## src/hdl/saa_pkg.sv

```systemverilog
// Shared types, constants and tables for the splat attribute activation unit.
package saa_pkg;

    localparam int EXP_STAGES = 15;
    localparam int DIV_STAGES = 17;
    localparam int PIPE_DEPTH = EXP_STAGES + DIV_STAGES;

    localparam int Q24_FRAC = 24;
    localparam int EXP_PW = 30;
    localparam int EXP_OW = 36;

    localparam int QUOT_W = 16;
    localparam int DIV_DW = 26;
    localparam int DIV_RW = 41;

    localparam int SCALE_SHIFT = 12;
    localparam int COLOR_SHIFT = 13;

    localparam logic [EXP_OW-1:0] Q24_ONE = EXP_OW'(36'd16777216);
    localparam logic [EXP_OW-1:0] EXP_NEG8_Q24 = EXP_OW'(36'd5628);
    localparam logic [2*EXP_PW-1:0] EXP_ROUND = (2*EXP_PW)'(1) << (Q24_FRAC - 1);
    localparam logic [EXP_OW:0] SCALE_ROUND = (EXP_OW + 1)'(1) << (SCALE_SHIFT - 1);
    localparam logic [23:0] SCALE_MAX = 24'hFF_FFFF;
    localparam logic [15:0] UNIT_Q15 = 16'd32768;
    localparam logic signed [31:0] SH0_Q16 = 32'sd18487;
    localparam logic signed [31:0] COLOR_BIAS = 32'sd134221824;
    localparam logic [DIV_RW-1:0] RECIP_BIAS =
        (DIV_RW'(1) << 39) + (DIV_RW'(1) << (Q24_FRAC - 1));

    localparam logic [EXP_PW-1:0] EXP_FACTOR [EXP_STAGES] = '{
        30'd16781313, 30'd16785410, 30'd16793608, 30'd16810016, 30'd16842880,
        30'd16908801, 30'd17041419, 30'd17309782, 30'd17859253, 30'd19011076,
        30'd21542372, 30'd27660953, 30'd45605201, 30'd123967790, 30'd916004956
    };

    typedef struct packed {
        logic signed [15:0] log_scale_x;
        logic signed [15:0] log_scale_y;
        logic signed [15:0] log_scale_z;
        logic signed [15:0] dc_red;
        logic signed [15:0] dc_green;
        logic signed [15:0] dc_blue;
        logic signed [15:0] opacity_logit;
    } t_splat_in;

    typedef struct packed {
        logic [23:0] scale_x;
        logic [23:0] scale_y;
        logic [23:0] scale_z;
        logic [15:0] red;
        logic [15:0] green;
        logic [15:0] blue;
        logic [15:0] alpha;
    } t_splat_out;

endpackage

```

## src/hdl/saa_out_buf.sv

```systemverilog
// Two-beat output queue that decouples the lane pipeline from the result channel.
module saa_out_buf (
    input  logic                i_clk,
    input  logic                i_rst_n,
    input  logic                i_push,
    input  saa_pkg::t_splat_out i_data,
    output logic                o_room,
    output logic                o_valid,
    input  logic                i_ready,
    output saa_pkg::t_splat_out o_data
);
    import saa_pkg::*;

    t_splat_out r_main;
    t_splat_out r_skid;
    logic       r_main_vld;
    logic       r_skid_vld;
    logic       w_pop;

    assign w_pop = r_main_vld && i_ready;

    always_ff @(posedge i_clk) begin
        if (!i_rst_n) begin
            r_main_vld <= 1'b0;
            r_skid_vld <= 1'b0;
        end else if (r_skid_vld) begin
            if (w_pop) begin
                r_main_vld <= 1'b1;
                r_skid_vld <= 1'b0;
            end
        end else if (i_push) begin
            if (r_main_vld && !w_pop) begin
                r_skid_vld <= 1'b1;
            end else begin
                r_main_vld <= 1'b1;
            end
        end else if (w_pop) begin
            r_main_vld <= 1'b0;
        end
    end

    always_ff @(posedge i_clk) begin
        if (r_skid_vld) begin
            if (w_pop) begin
                r_main <= r_skid;
            end
        end else if (i_push) begin
            if (r_main_vld && !w_pop) begin
                r_skid <= i_data;
            end else begin
                r_main <= i_data;
            end
        end
    end

    assign o_room  = !r_skid_vld;
    assign o_valid = r_main_vld;
    assign o_data  = r_main;

endmodule

```

## config.mk

```make
export PLATFORM = sky130hd
export DESIGN_NAME = saa_out_buf
export DESIGN_NICKNAME = d
export VERILOG_FILES = /design/src/hdl/saa_pkg.sv /design/src/hdl/saa_out_buf.sv
export SDC_FILE = /design/constraint.sdc
export NUM_CORES = 1
export LEC_CHECK = 0
export ABC_CLOCK_PERIOD_IN_PS = 28900
export BUFFER_PORTS_ARGS = -buffer_cell sky130_fd_sc_hd__buf_2
export CAP_MARGIN = 40
export CORE_MARGIN = 4
export CORE_UTILIZATION = 40
export CTS_BUF_LIST = sky130_fd_sc_hd__clkbuf_8
export DETAILED_ROUTE_END_ITERATION = 12
export GPL_ROUTABILITY_DRIVEN = 0
export PLACE_DENSITY_LB_ADDON = 0.12
export SLEW_MARGIN = 20
export SYNTH_ARGS = -nofsm -noshare
export SYNTH_HDL_FRONTEND = slang
export SYNTH_SLANG_ARGS = --single-unit
```

## constraint.sdc

```tcl
create_clock -name i_clk -period 28.9 [get_ports i_clk]
set_clock_uncertainty 0.1 [all_clocks]
set_input_delay 8.67 -clock i_clk [delete_from_list [all_inputs] [get_ports i_clk]]
set_output_delay 8.67 -clock i_clk [all_outputs]
set_load 0.05 [all_outputs]
```

==> results of run 1 <==
routing by layer:
metal  share of wire  track usage
met1            0.39        0.165
met5          0.0011            0
met4           0.024       0.0529
met2            0.50        0.236
met3           0.090       0.0552
cells by family (layout without fill, tap and decap cells):
group / after synthesis / in the layout / synth area share
compound gates: 4 / 4 / 0.00219
buf+inv: 19 / 375 / 0.0164
flops: 274 / 274 / 0.798
mux: 137 / 137 / 0.181
other cells: 0 / 3 / 0
simple gates: 4 / 4 / 0.00255
path summary, 6_finish.rpt:
path	startpoint	endpoint	slack, ps	cells after the start
worst max-delay path	i_ready	r_skid[124]$_DFFE_PP_	18500	6
worst min-delay path	r_skid[99]$_DFFE_PP_	o_data[99]$_DFFE_PP_	440	1
worst max register to register	r_skid_vld$_SDFF_PN0_	r_skid[124]$_DFFE_PP_	26330	5
worst min register to register	r_skid[99]$_DFFE_PP_	o_data[99]$_DFFE_PP_	440	1
cell usage after synthesis, drive strengths merged:
cell and instances:
inv 3, mux2i 1, nand3b 1, a211oi 1, mux2 136, buf 16, dfxtp 2, nand2 1
and4 1, edfxtp 272, nor2b 1, o21ai 1, a21oi 2
layout make-up:
class	instances	area [µm²]
Fill cell	2139	12300
Sequential cell	274	8210
Multi-Input combinational cell	145	1930
Timing Repair Buffer	287	1540
Clock buffer	51	702
Tap cell	330	413
Clock inverter	34	131
Inverter	3	11.3
Antenna cell	3	7.51
placed cells by master (no fill, tap or decap), types with 5 or more instances in the layout:
cell and n:
clkbuf_8 51, edfxtp_1 272, buf_2 277, clkinv_1 13
mux2_4 86, inv_1 21, buf_4 5, mux2_2 50
worst max-delay path: cells and delay by family:
kind,cells,cell delay (ps)
buf+inv,5,1270
simple gates,1,460
stage by stage:
| stage | util | worst slack (ps) | hold slack, ps | instance area (µm²) | total power [µW] |
|---|---|---|---|---|---|
| global route | 0.512 | 18400 | 451 | 12900 | 954 |
| global placement | 0.475 | 17670 | 428 | 12000 | 612 |
| detailed placement | 0.479 | 17910 | 434 | 12100 | 617 |
| floorplan | - | 12810 | 423 | 10300 | 582 |
| CTS | 0.512 | 18500 | 445 | 12900 | 929 |
| finish | 0.512 | 18500 | 443 | 12900 | 913 |
state kept, by name (all words and copies together), names as in the netlist:
name and count:
r_skid 136, r_skid_vld 1, o_data 136, o_valid 1
power by group through the flow:
stage	registers [µW]	clock network, µW	logic, µW
floorplan	545	0	37.2
global placement	481	0	131
detailed placement	482	0	135
CTS	474	320	135
global route	475	339	139
finish	473	307	133
==> load_flow_metrics.sql, run 1 <==
INSERT INTO impl_metrics (metric_group, metric, value, unit) VALUES
('global_routing', 'gr-total-overflow', '0', ''),
('synthesis', 'synth.yosys.warnings', '0', ''),
('pwr', 'cellLeakagePower', '0.00504', 'µW'),
('die', 'floorplan.die_area', '0.0284', 'mm²'),
('flow_run', 'maxCapViolations', '0', ''),
('pwr', 'irDropWorstVdd', '0.0389', 'mV'),
('die', 'floorplan.initialDensity', '0.407', ''),
('global_routing', 'grt_max_degree', '53', ''),
('sta', 'max_freq', '96.2', 'MHz'),
('sta', 'maxSlewViolCount', '0', ''),
('worst_setup_path', 'worstPathMaxFanout', '45', ''),
('route', 'detail_route.drc_violations', '0', ''),
('cts', 'postCtsSetupRepairBufs', '0', ''),
('global_routing', 'first_pass_grt_wire_length', '31.5', 'mm'),
('cts', 'cts_tree', 'built', ''),
('route', 'drt-wirelength-per-cell', '18.6', 'µm'),
('sta', 'max_slew.worst_pin.slew', '683', 'ps'),
('synthesis', 'synthesis.area_per_instance', '23.5', 'µm²'),
('pwr', 'power.share.sequential', '0.518', ''),
('final_layout', 'layout.cells.non_filler', '1127', ''),
('die', 'die_x_extent', '168', 'µm'),
('route', 'antenna_violating_nets_post_route', '0', ''),
('min_path', 'worst_hold_path_type', 'flip-flop to flip-flop', ''),
('cts', 'post_cts_resized', '0', ''),
('worst_setup_path', 'critPathRequiredTime', '29000', 'ps'),
('synthesis', 'synth.net_count', '578', ''),
('worst_setup_path', 'critical_path.endpoint_type', 'flip-flop', ''),
('pwr', 'pwr-share-comb', '0.146', ''),
('cts', 'numCtsBuffers', '46', ''),
('sta', 'setup_tns_final', '0', 'ps'),
('worst_setup_path', 'startpoint_type', 'input pin', ''),
('cts', 'postCtsHoldBufs', '0', ''),
('die', 'num_io_pins', '278', ''),
('final_layout', 'layout-drive-gt1-share', '0.605', ''),
('pwr', 'power_per_cell_area', '70.5', 'mW/mm²'),
('place', 'dpl.cell_count', '1039', ''),
('cts', 'cts.path.max_buffers', '3', ''),
('sta', 'maxSlewHeadroom', '0.545', ''),
('cts', 'cts-htree-levels', '2', ''),
('run_status', 'outcome', 'complete, no violations', ''),
('pwr', 'internal_power', '668', 'µW'),
('synthesis', 'synth_top_area_frac', '0.794', ''),
('die', 'placeableCoreArea', '0.0253', 'mm²'),
('route', 'viasPerCell', '4.65', ''),
('synthesis', 'synthesis.instances', '438', ''),
('worst_setup_path', 'cp_slowest_stage_delay', '490', 'ps'),
('global_routing', 'via_count_of_the_first_global_routing_pass', '5719', ''),
('place', 'place.port_buffers', '277', ''),
('final_layout', 'net_count_of_the_finished_layout', '897', ''),
('worst_setup_path', 'critical_path.cell_chain', 'buf_2, inv_1, and4_4, buf_16, buf_4, buf_12', ''),
('place', 'detailed_place_hpwl', '14.3', 'mm'),
('pwr', 'p_switching', '245', 'µW'),
('die', 'chipHeight', '168', 'µm'),
('pwr', 'sw_frac_of_total', '0.268', ''),
('synthesis', 'synth_seq_area_share', '0.798', ''),
('cts', 'cts.root.buffer_cell', 'clkbuf_8', ''),
('synthesis', 'post_synth_main_area_contributors', 'edfxtp_1 (79%), mux2_4 (13%), mux2_2 (5.5%)', ''),
('cts', 'cts_sinks', '274', ''),
('cts', 'clk_latency', '530', 'ps'),
('synthesis', 'synth.cell_area', '0.0103', 'mm²'),
('final_layout', 'area_growth', '25.8', '%'),
('synthesis', 'yosys.area.top_type', 'edfxtp_1', ''),
('worst_setup_path', 'worst-setup-path-type', 'input pin to flip-flop', ''),
('cts', 'cts.reportedPaths.clkPinSlew', '60', 'ps'),
('route', 'drt_iter0_drc', '314', ''),
('route', 'drt_wl_total', '20.9', 'mm'),
('worst_setup_path', 'critical_path_arrival', '10500', 'ps'),
('route', 'num_vias', '5240', ''),
('synthesis', 'yosys_register_bits', '274', ''),
('synthesis', 'ys_types', '16', ''),
('sta', 'grt_setup_unrepaired', 'false', ''),
('global_routing', 'gr-usage-all-layers', '0.141', ''),
('sta', 'post-route-period-util', '0.360', ''),
('sta', 'hold_violations', '0', ''),
('route', 'drt-pass1-iter-count', '6', ''),
('sta', 'setup_violators_final', '0', ''),
('die', 'rows', '58', ''),
('sta', 'finalCriticalPeriod', '10400', 'ps'),
('global_routing', 'antenna_found_initial', '5', ''),
('worst_setup_path', 'worst_path_max_delay_cell', 'buf_4', ''),
('pwr', 'p_clk_frac', '0.336', '');
(Power assumes the default switching activity.)
==> inputs of run 2 (changes only) <==
--- a/config.mk
+++ b/config.mk
@@ -5,7 +5,7 @@
 export SDC_FILE = /design/constraint.sdc
 export NUM_CORES = 1
 export LEC_CHECK = 0
-export ABC_CLOCK_PERIOD_IN_PS = 28900
+export ABC_CLOCK_PERIOD_IN_PS = 9250
 export BUFFER_PORTS_ARGS = -buffer_cell sky130_fd_sc_hd__buf_2
 export CAP_MARGIN = 40
 export CORE_MARGIN = 4
==> constraint.sdc (replaced) <==
create_clock -name i_clk -period 9.25 [get_ports i_clk]
set_clock_uncertainty 0.1 [all_clocks]
set_input_delay 2.775 -clock i_clk [delete_from_list [all_inputs] [get_ports i_clk]]
set_output_delay 2.775 -clock i_clk [all_outputs]
set_load 0.05 [all_outputs]
==> run 2 against run 1 <==
Net effect: count of clock-buffer cells in the layout down 4; hold slack worse by 13 ps; global-route usage about the same; die area unchanged; critical path type unchanged.
==> load_flow_metrics.sql, run 2 (same netlist as run 1, synthesis figures left out) <==
INSERT INTO impl_metrics (metric_group, metric, value, unit) VALUES
('place', 'placed_cell_area', '0.0121', 'mm²'),
('cts', 'clk_latency', '520', 'ps'),
('die', 'placeableCoreArea', '0.0253', 'mm²'),
('pwr', 'power.total', '2810', 'µW'),
('die', 'rows', '58', ''),
('flow_run', 'maxCapViolations', '0', ''),
('sta', 'finalCriticalPeriod', '4500', 'ps'),
('route', 'num_vias', '5190', ''),
('global_routing', 'grt_max_degree', '59', ''),
('global_routing', 'antenna_found_initial', '2', ''),
('route', 'wl_met1', '8.76', 'mm'),
('route', 'highest-signal-layer', 'met5', ''),
('cts', 'cts-htree-levels', '2', ''),
('pwr', 'power_per_cell_area', '217', 'mW/mm²'),
('route', 'wl_met3', '1.93', 'mm'),
('worst_setup_path', 'critical_path.cell_chain', 'buf_2, inv_1, and4_4, buf_16, buf_4, buf_12', ''),
('pwr', 'internal_power', '2050', 'µW'),
('worst_setup_path', 'critical_path.endpoint_type', 'flip-flop', ''),
('final_layout', 'diodes', '0', ''),
('pwr', 'irDropWorstVdd', '0.111', 'mV'),
('cts', 'cts.root.buffer_cell', 'clkbuf_8', ''),
('worst_setup_path', 'critical_path_arrival', '4600', 'ps'),
('final_layout', 'fillers', '2099', ''),
('cts', 'cts_sinks', '274', ''),
('pwr', 'pwr-share-comb', '0.149', ''),
('cts', 'cts.reportedPaths.clkPinSlew', '60', 'ps'),
('route', 'dr_wl_met2', '9.89', 'mm'),
('global_routing', 'gr-total-overflow', '0', ''),
('worst_setup_path', 'critPathRequiredTime', '9350', 'ps'),
('worst_setup_path', 'cp_slowest_stage_delay', '530', 'ps'),
('die', 'num_io_pins', '278', ''),
('global_routing', 'via_count_of_the_first_global_routing_pass', '5578', ''),
('sta', 'maxSlewViolCount', '0', ''),
('route', 'drt-wirelength-per-cell', '18.8', 'µm'),
('sta', 'max_freq', '222', 'MHz'),
('die', 'floorplan.die_area', '0.0284', 'mm²'),
('cts', 'cts.path.max_buffers', '3', ''),
('route', 'viasPerCell', '4.64', ''),
('route', 'drt_wl_total', '21.0', 'mm'),
('die', 'floorplan.initialDensity', '0.407', ''),
('final_layout', 'final_common_cell', 'buf_2', ''),
('place', 'place.port_buffers', '277', ''),
('pwr', 'sw_frac_of_total', '0.268', ''),
('sta', 'hold_violations', '0', ''),
('final_layout', 'net_count_of_the_finished_layout', '897', ''),
('die', 'chipHeight', '168', 'µm'),
('pwr', 'power.share.sequential', '0.528', ''),
('sta', 'postLayoutSetupSlackWorst', '4750', 'ps'),
('worst_setup_path', 'timing.critical_path.buf_inv', '5', ''),
('pwr', 'p_clk_frac', '0.323', ''),
('place', 'detailed_place_hpwl', '14.1', 'mm'),
('global_routing', 'gr-usage-all-layers', '0.141', ''),
('sta', 'post-route-period-util', '0.487', ''),
('cts', 'numCtsBuffers', '45', ''),
('route', 'drt-pass1-iter-count', '4', ''),
('sta', 'setup_tns_final', '0', 'ps'),
('worst_setup_path', 'worst-setup-path-type', 'input pin to flip-flop', ''),
('die', 'die_x_extent', '168', 'µm'),
('cts', 'post_cts_resized', '0', ''),
('cts', 'postCtsHoldBufs', '0', ''),
('sta', 'grt_setup_unrepaired', 'false', ''),
('sta', 'setup_violators_final', '0', ''),
('min_path', 'worst_hold_path_type', 'flip-flop to flip-flop', ''),
('final_layout', 'most-common-layout-cells', 'buf_2 (277), edfxtp_1 (272), mux2_4 (86), mux2_2 (50), clkbuf_8 (47)', ''),
('worst_setup_path', 'worst_path_max_delay_cell', 'buf_4', ''),
('sta', 'maxSlewHeadroom', '0.621', ''),
('final_layout', 'layout-drive-gt1-share', '0.605', ''),
('sta', 'max_slew.worst_pin.slew', '569', 'ps'),
('final_layout', 'post-route-cell-area', '0.0129', 'mm²'),
('pwr', 'cellLeakagePower', '0.00503', 'µW'),
('place', 'detailedPlace.worstSlack', '3960', 'ps'),
('worst_setup_path', 'worstPathMaxFanout', '48', ''),
('cts', 'postCtsSetupRepairBufs', '0', ''),
('run_status', 'outcome', 'complete, no violations', ''),
('worst_setup_path', 'critPathTopFamily', 'buffers and inverters', ''),
('cts', 'cts_tree', 'built', ''),
('route', 'drt_iter0_drc', '402', ''),
('pwr', 'p_switching', '752', 'µW'),
('worst_setup_path', 'startpoint_type', 'input pin', ''),
('route', 'detail_route.drc_violations', '0', ''),
('final_layout', 'area_growth', '25.4', '%'),
('global_routing', 'first_pass_grt_wire_length', '31.4', 'mm'),
('route', 'antenna_violating_nets_post_route', '0', '');
[run 2: final timing paths]
path	from	cells past startpoint	endpoint	slack (ps)
max	i_ready	6	r_skid[79]$_DFFE_PP_	4750
min	r_skid[19]$_DFFE_PP_	1	o_data[19]$_DFFE_PP_	430
max reg2reg	r_skid_vld$_SDFF_PN0_	6	o_data[59]$_DFFE_PP_	6550
min reg2reg	r_skid[19]$_DFFE_PP_	1	o_data[19]$_DFFE_PP_	430
[run 2: metrics by stage]
step,cells,utilization,hold WS [ps]
final,1118,0.511,430
after global routing,1118,0.511,448
after CTS,1117,0.510,432
after detailed placement,1039,0.479,434
after global placement,1034,0.475,428
after floorplan,438,-,423
[run 2: layer usage]
metal,global-route usage,up-vias
li1,-,2392
met1,0.184,2539
met2,0.223,210
met3,0.0533,45
met4,0.0406,4
met5,0,-
[run 2: power by group through the flow]
stage	clock network, µW	logic, µW	registers (µW)
6_report	906	419	1480
5_1_grt	1010	439	1490
4_1_cts	946	424	1480
3_5_place_dp	0	424	1510
3_3_place_gp	0	409	1510
2_1_floorplan	0	116	1700
[run 2: area by class of cell]
class	instances	area [µm²]	area share
Clock buffer	47	647	0.0501
Sequential cell	274	8210	0.636
Tap cell	330	413	0.0320
Timing Repair Buffer	288	1570	0.122
Multi-Input combinational cell	145	1930	0.149
Clock inverter	31	120	0.00931
Inverter	3	11.3	0.000873
==> inputs of run 3 (changes only) <==
--- a/config.mk
+++ b/config.mk
@@ -5,7 +5,8 @@
 export SDC_FILE = /design/constraint.sdc
 export NUM_CORES = 1
 export LEC_CHECK = 0
-export ABC_CLOCK_PERIOD_IN_PS = 9250
+export ABC_AREA = 1
+export ABC_CLOCK_PERIOD_IN_PS = 4680
 export BUFFER_PORTS_ARGS = -buffer_cell sky130_fd_sc_hd__buf_2
 export CAP_MARGIN = 40
 export CORE_MARGIN = 4
==> constraint.sdc (replaced) <==
create_clock -name i_clk -period 4.68 [get_ports i_clk]
set_clock_uncertainty 0.1 [all_clocks]
set_input_delay 1.404 -clock i_clk [delete_from_list [all_inputs] [get_ports i_clk]]
set_output_delay 1.404 -clock i_clk [all_outputs]
set_load 0.05 [all_outputs]
==> run 3 against run 2 <==
Net effect: count of clock-buffer cells in the layout stayed put; power increased by 93%; sequential cell count stayed put; via count up 19%; register-to-register slack worse by 4500 ps; critical endpoint is now o_room.
==> load_flow_metrics.sql, run 3 <==
INSERT INTO impl_metrics (metric_group, metric, value, unit) VALUES
('cts', 'cts.path.max_buffers', '3', ''),
('final_layout', 'final_common_cell', 'nand2_1', ''),
('synthesis', 'synthesis.instances', '732', ''),
('worst_setup_path', 'r2r_start', 'r_skid_vld$_SDFF_PN0_', ''),
('synthesis', 'asyncSetResetFlopFracSynth', '0', ''),
('route', 'antenna_violating_nets_post_route', '0', ''),
('sta', 'maxSlewHeadroom', '0.563', ''),
('final_layout', 'area_growth', '24.6', '%'),
('synthesis', 'compound_gate_fraction_of_synth_area', '0.000994', ''),
('global_routing', 'gr-usage-all-layers', '0.157', ''),
('synthesis', 'synth_top_area_frac', '0.811', ''),
('synthesis', 'synthSimpleGateAreaFrac', '0.156', ''),
('pwr', 'irDropWorstVdd', '0.246', 'mV'),
('pwr', 'power_per_cell_area', '432', 'mW/mm²'),
('synthesis', 'yosys.area.top_type', 'edfxtp_1', ''),
('flow_run', 'maxCapViolations', '0', ''),
('worst_setup_path', 'worst_setup_path_startpoint', 'r_skid_vld$_SDFF_PN0_', ''),
('global_routing', 'grt_max_degree', '89', ''),
('worst_setup_path', 'critical_path.cell_chain', 'inv_4, buf_2', ''),
('route', 'detail_route.drc_violations', '0', ''),
('route', 'viasPerCell', '4.46', ''),
('synthesis', 'synth_seq_area_share', '0.815', ''),
('route', 'drt-wirelength-per-cell', '16.0', 'µm'),
('cts', 'numCtsBuffers', '46', ''),
('synthesis', 'main_combinational_cell_family_by_area_after_synthesis', 'simple AND/OR/NAND/NOR gates', ''),
('synthesis', 'number_of_enable_type_register_cells_in_the_synthesized_netlist', '272', ''),
('global_routing', 'gr-total-overflow', '0', ''),
('min_path', 'worst_hold_path_type', 'flip-flop to flip-flop', ''),
('cts', 'postCtsHoldBufs', '0', ''),
('place', 'detailed_place_hpwl', '14.1', 'mm'),
('worst_setup_path', 'worst_path_max_delay_cell', 'inv_4', ''),
('cts', 'post_cts_resized', '0', ''),
('place', 'place.port_buffers', '277', ''),
('synthesis', 'synth_xor_xnor_area_share', '0', ''),
('cts', 'clk_latency', '530', 'ps'),
('cts', 'postCtsSetupRepairBufs', '0', ''),
('sta', 'max_freq', '315', 'MHz'),
('cts', 'cts.reportedPaths.clkPinSlew', '60', 'ps'),
('synthesis', 'synth.net_count', '872', ''),
('sta', 'setup_tns_final', '0', 'ps'),
('sta', 'max_slew.worst_pin.slew', '655', 'ps'),
('final_layout', 'most-common-layout-cells', 'nand2_1 (415), buf_2 (277), edfxtp_1 (272), clkbuf_8 (47), inv_1 (21)', ''),
('synthesis', 'ys_types', '12', ''),
('die', 'rows', '57', ''),
('sta', 'postLayoutSetupSlackWorst', '1510', 'ps'),
('worst_setup_path', 'r2r_setup_slack', '2070', 'ps'),
('worst_setup_path', 'capture_point_of_the_worst_reg_to_reg_path', 'r_skid[67]$_DFFE_PP_', ''),
('sta', 'grt_setup_unrepaired', 'false', ''),
('die', 'placeableCoreArea', '0.0245', 'mm²'),
('cts', 'cts.root.buffer_cell', 'clkbuf_8', ''),
('global_routing', 'via_count_of_the_first_global_routing_pass', '6250', ''),
('final_layout', 'multiInputGateArea', '0.00159', 'mm²'),
('synthesis', 'yosys_register_bits', '274', ''),
('worst_setup_path', 'worst-setup-path-type', 'flip-flop to output pin', ''),
('min_path', 'worst_hold_path.num_cells', '2', ''),
('sta', 'maxSlewViolCount', '0', ''),
('sta', 'hold_violations', '0', ''),
('route', 'drt_wl_total', '22.3', 'mm'),
('sta', 'finalCriticalPeriod', '3170', 'ps'),
('sta', 'post-route-period-util', '0.678', ''),
('synthesis', 'netlist_top_cells_count', 'nand2_1 (415), edfxtp_1 (272), buf_6 (14)', ''),
('global_routing', 'antenna_found_initial', '4', ''),
('die', 'die_x_extent', '167', 'µm'),
('final_layout', 'area.sequential', '0.00821', 'mm²'),
('sta', 'setup_violators_final', '0', ''),
('die', 'floorplan.initialDensity', '0.410', ''),
('pwr', 'cellLeakagePower', '0.00539', 'µW'),
('global_routing', 'first_pass_grt_wire_length', '34.8', 'mm'),
('run_status', 'outcome', 'complete, no violations', ''),
('worst_setup_path', 'cp_slowest_stage_delay', '420', 'ps'),
('final_layout', 'fillers', '2255', ''),
('route', 'drt-pass1-iter-count', '4', ''),
('worst_setup_path', 'worst-r2r-cell-count', '6', ''),
('synthesis', 'library_cell_with_the_highest_instance_count_after_synthesis', 'nand2_1', ''),
('worst_setup_path', 'critical_path.endpoint_type', 'output pin', ''),
('die', 'num_io_pins', '278', ''),
('die', 'chipHeight', '167', 'µm'),
('synthesis', 'synth_flop_cell', 'edfxtp_1', ''),
('min_path', 'min_to', 'o_data[68]$_DFFE_PP_', ''),
('route', 'num_vias', '6201', ''),
('die', 'floorplan.die_area', '0.0278', 'mm²'),
('worst_setup_path', 'timing.critical_path.buf_inv', '2', ''),
('synthesis', 'post_synth_main_area_contributors', 'edfxtp_1 (81%), nand2_1 (15%), buf_6 (1.6%)', ''),
('place', 'detailedPlace.worstSlack', '966', 'ps'),
('route', 'drt_iter0_drc', '406', ''),
('worst_setup_path', 'worstPathMaxFanout', '53', ''),
('worst_setup_path', 'critical_path_arrival', '1670', 'ps'),
('synthesis', 'synthAdderAreaFrac', '0', ''),
('synthesis', 'synthesis.area_per_instance', '13.8', 'µm²'),
('synthesis', 'synth.cell_area', '0.0101', 'mm²'),
('cts', 'cts_tree', 'built', ''),
('worst_setup_path', 'critPathTopFamily', 'buffers and inverters', ''),
('min_path', 'worstHoldStart', 'r_skid[68]$_DFFE_PP_', ''),
('final_layout', 'net_count_of_the_finished_layout', '1176', ''),
('synthesis', 'post_synth_mux_area_share', '0', ''),
('worst_setup_path', 'critPathRequiredTime', '3180', 'ps'),
('sta', 'hold-worst-slack', '410', 'ps'),
('synthesis', 'synth.yosys.warnings', '0', ''),
('final_layout', 'layout-drive-gt1-share', '0.321', ''),
('worst_setup_path', 'startpoint_type', 'flip-flop', ''),
('cts', 'cts_sinks', '274', ''),
('cts', 'cts-htree-levels', '2', '');
==> run 3: changes by cell type after synthesis, sizes merged, moves of 2 or more <==
cell | previous run | this run
mux2 | 136 | 0
inv | 3 | 7
nand2 | 1 | 415
nor2 | 0 | 2
buf | 16 | 30
==> run 3: final cells by class <==
type | count | area share
diodes | 3 | 0.000599
multi-input cells | 420 | 0.127
well taps | 324 | 0.0323
clock inverters | 29 | 0.00928
flip-flops and latches | 274 | 0.655
repair buffers | 287 | 0.122
inverters | 7 | 0.00259
clock buffers | 47 | 0.0516
==> run 3: worst max path at each step <==
| stage | endpoint | slack, ps | cells after the start |
|---|---|---|---|
| detailed placement | r_skid[70]$_DFFE_PP_ | 970 | 6 |
| floorplan | o_data[0]$_DFFE_PP_ | 350 | 2 |
| global route | r_skid[66]$_DFFE_PP_ | 1340 | 6 |
| global placement | r_skid[70]$_DFFE_PP_ | 980 | 6 |
| finish | o_room | 1510 | 2 |
| CTS | o_room | 1450 | 2 |
==> run 3: cells by family after synthesis <==
group | count (synthesis)
AO/OA/AOI/OAI | 2
AND/OR/NAND/NOR | 418
flip-flops | 274
buffers and inverters | 38
==> run 3: report_power, final <==
group | total (µW) | internal [µW] | switching (µW)
combinational | 706 | 155 | 552
sequential | 2900 | 2870 | 39.0
clock | 1800 | 921 | 884
total | 5420 | 3940 | 1470
==> run 3: through the flow <==
step / total power [µW] / util / area, µm² / instances
after floorplan: 3450 / - / 10100 / 732
after global placement: 3660 / 0.477 / 11700 / 1309
after detailed placement: 3660 / 0.478 / 11700 / 1310
after CTS: 5490 / 0.509 / 12500 / 1386
after global routing: 5660 / 0.511 / 12500 / 1390
final: 5420 / 0.511 / 12500 / 1391
==> run 3: routing by layer <==
layer	GRT usage	vias to the layer above	wire, µm
li1	-	3080	-
met1	0.215	2856	9910
met2	0.243	230	10200
met3	0.0474	31	1770
met4	0.0491	4	317
met5	0	-	27
==> run 3: tightest hold or removal path: stages, from the launching register on <==
cell,delay (ps)
edfxtp_1,310
nand2_1,50
nand2_1,50
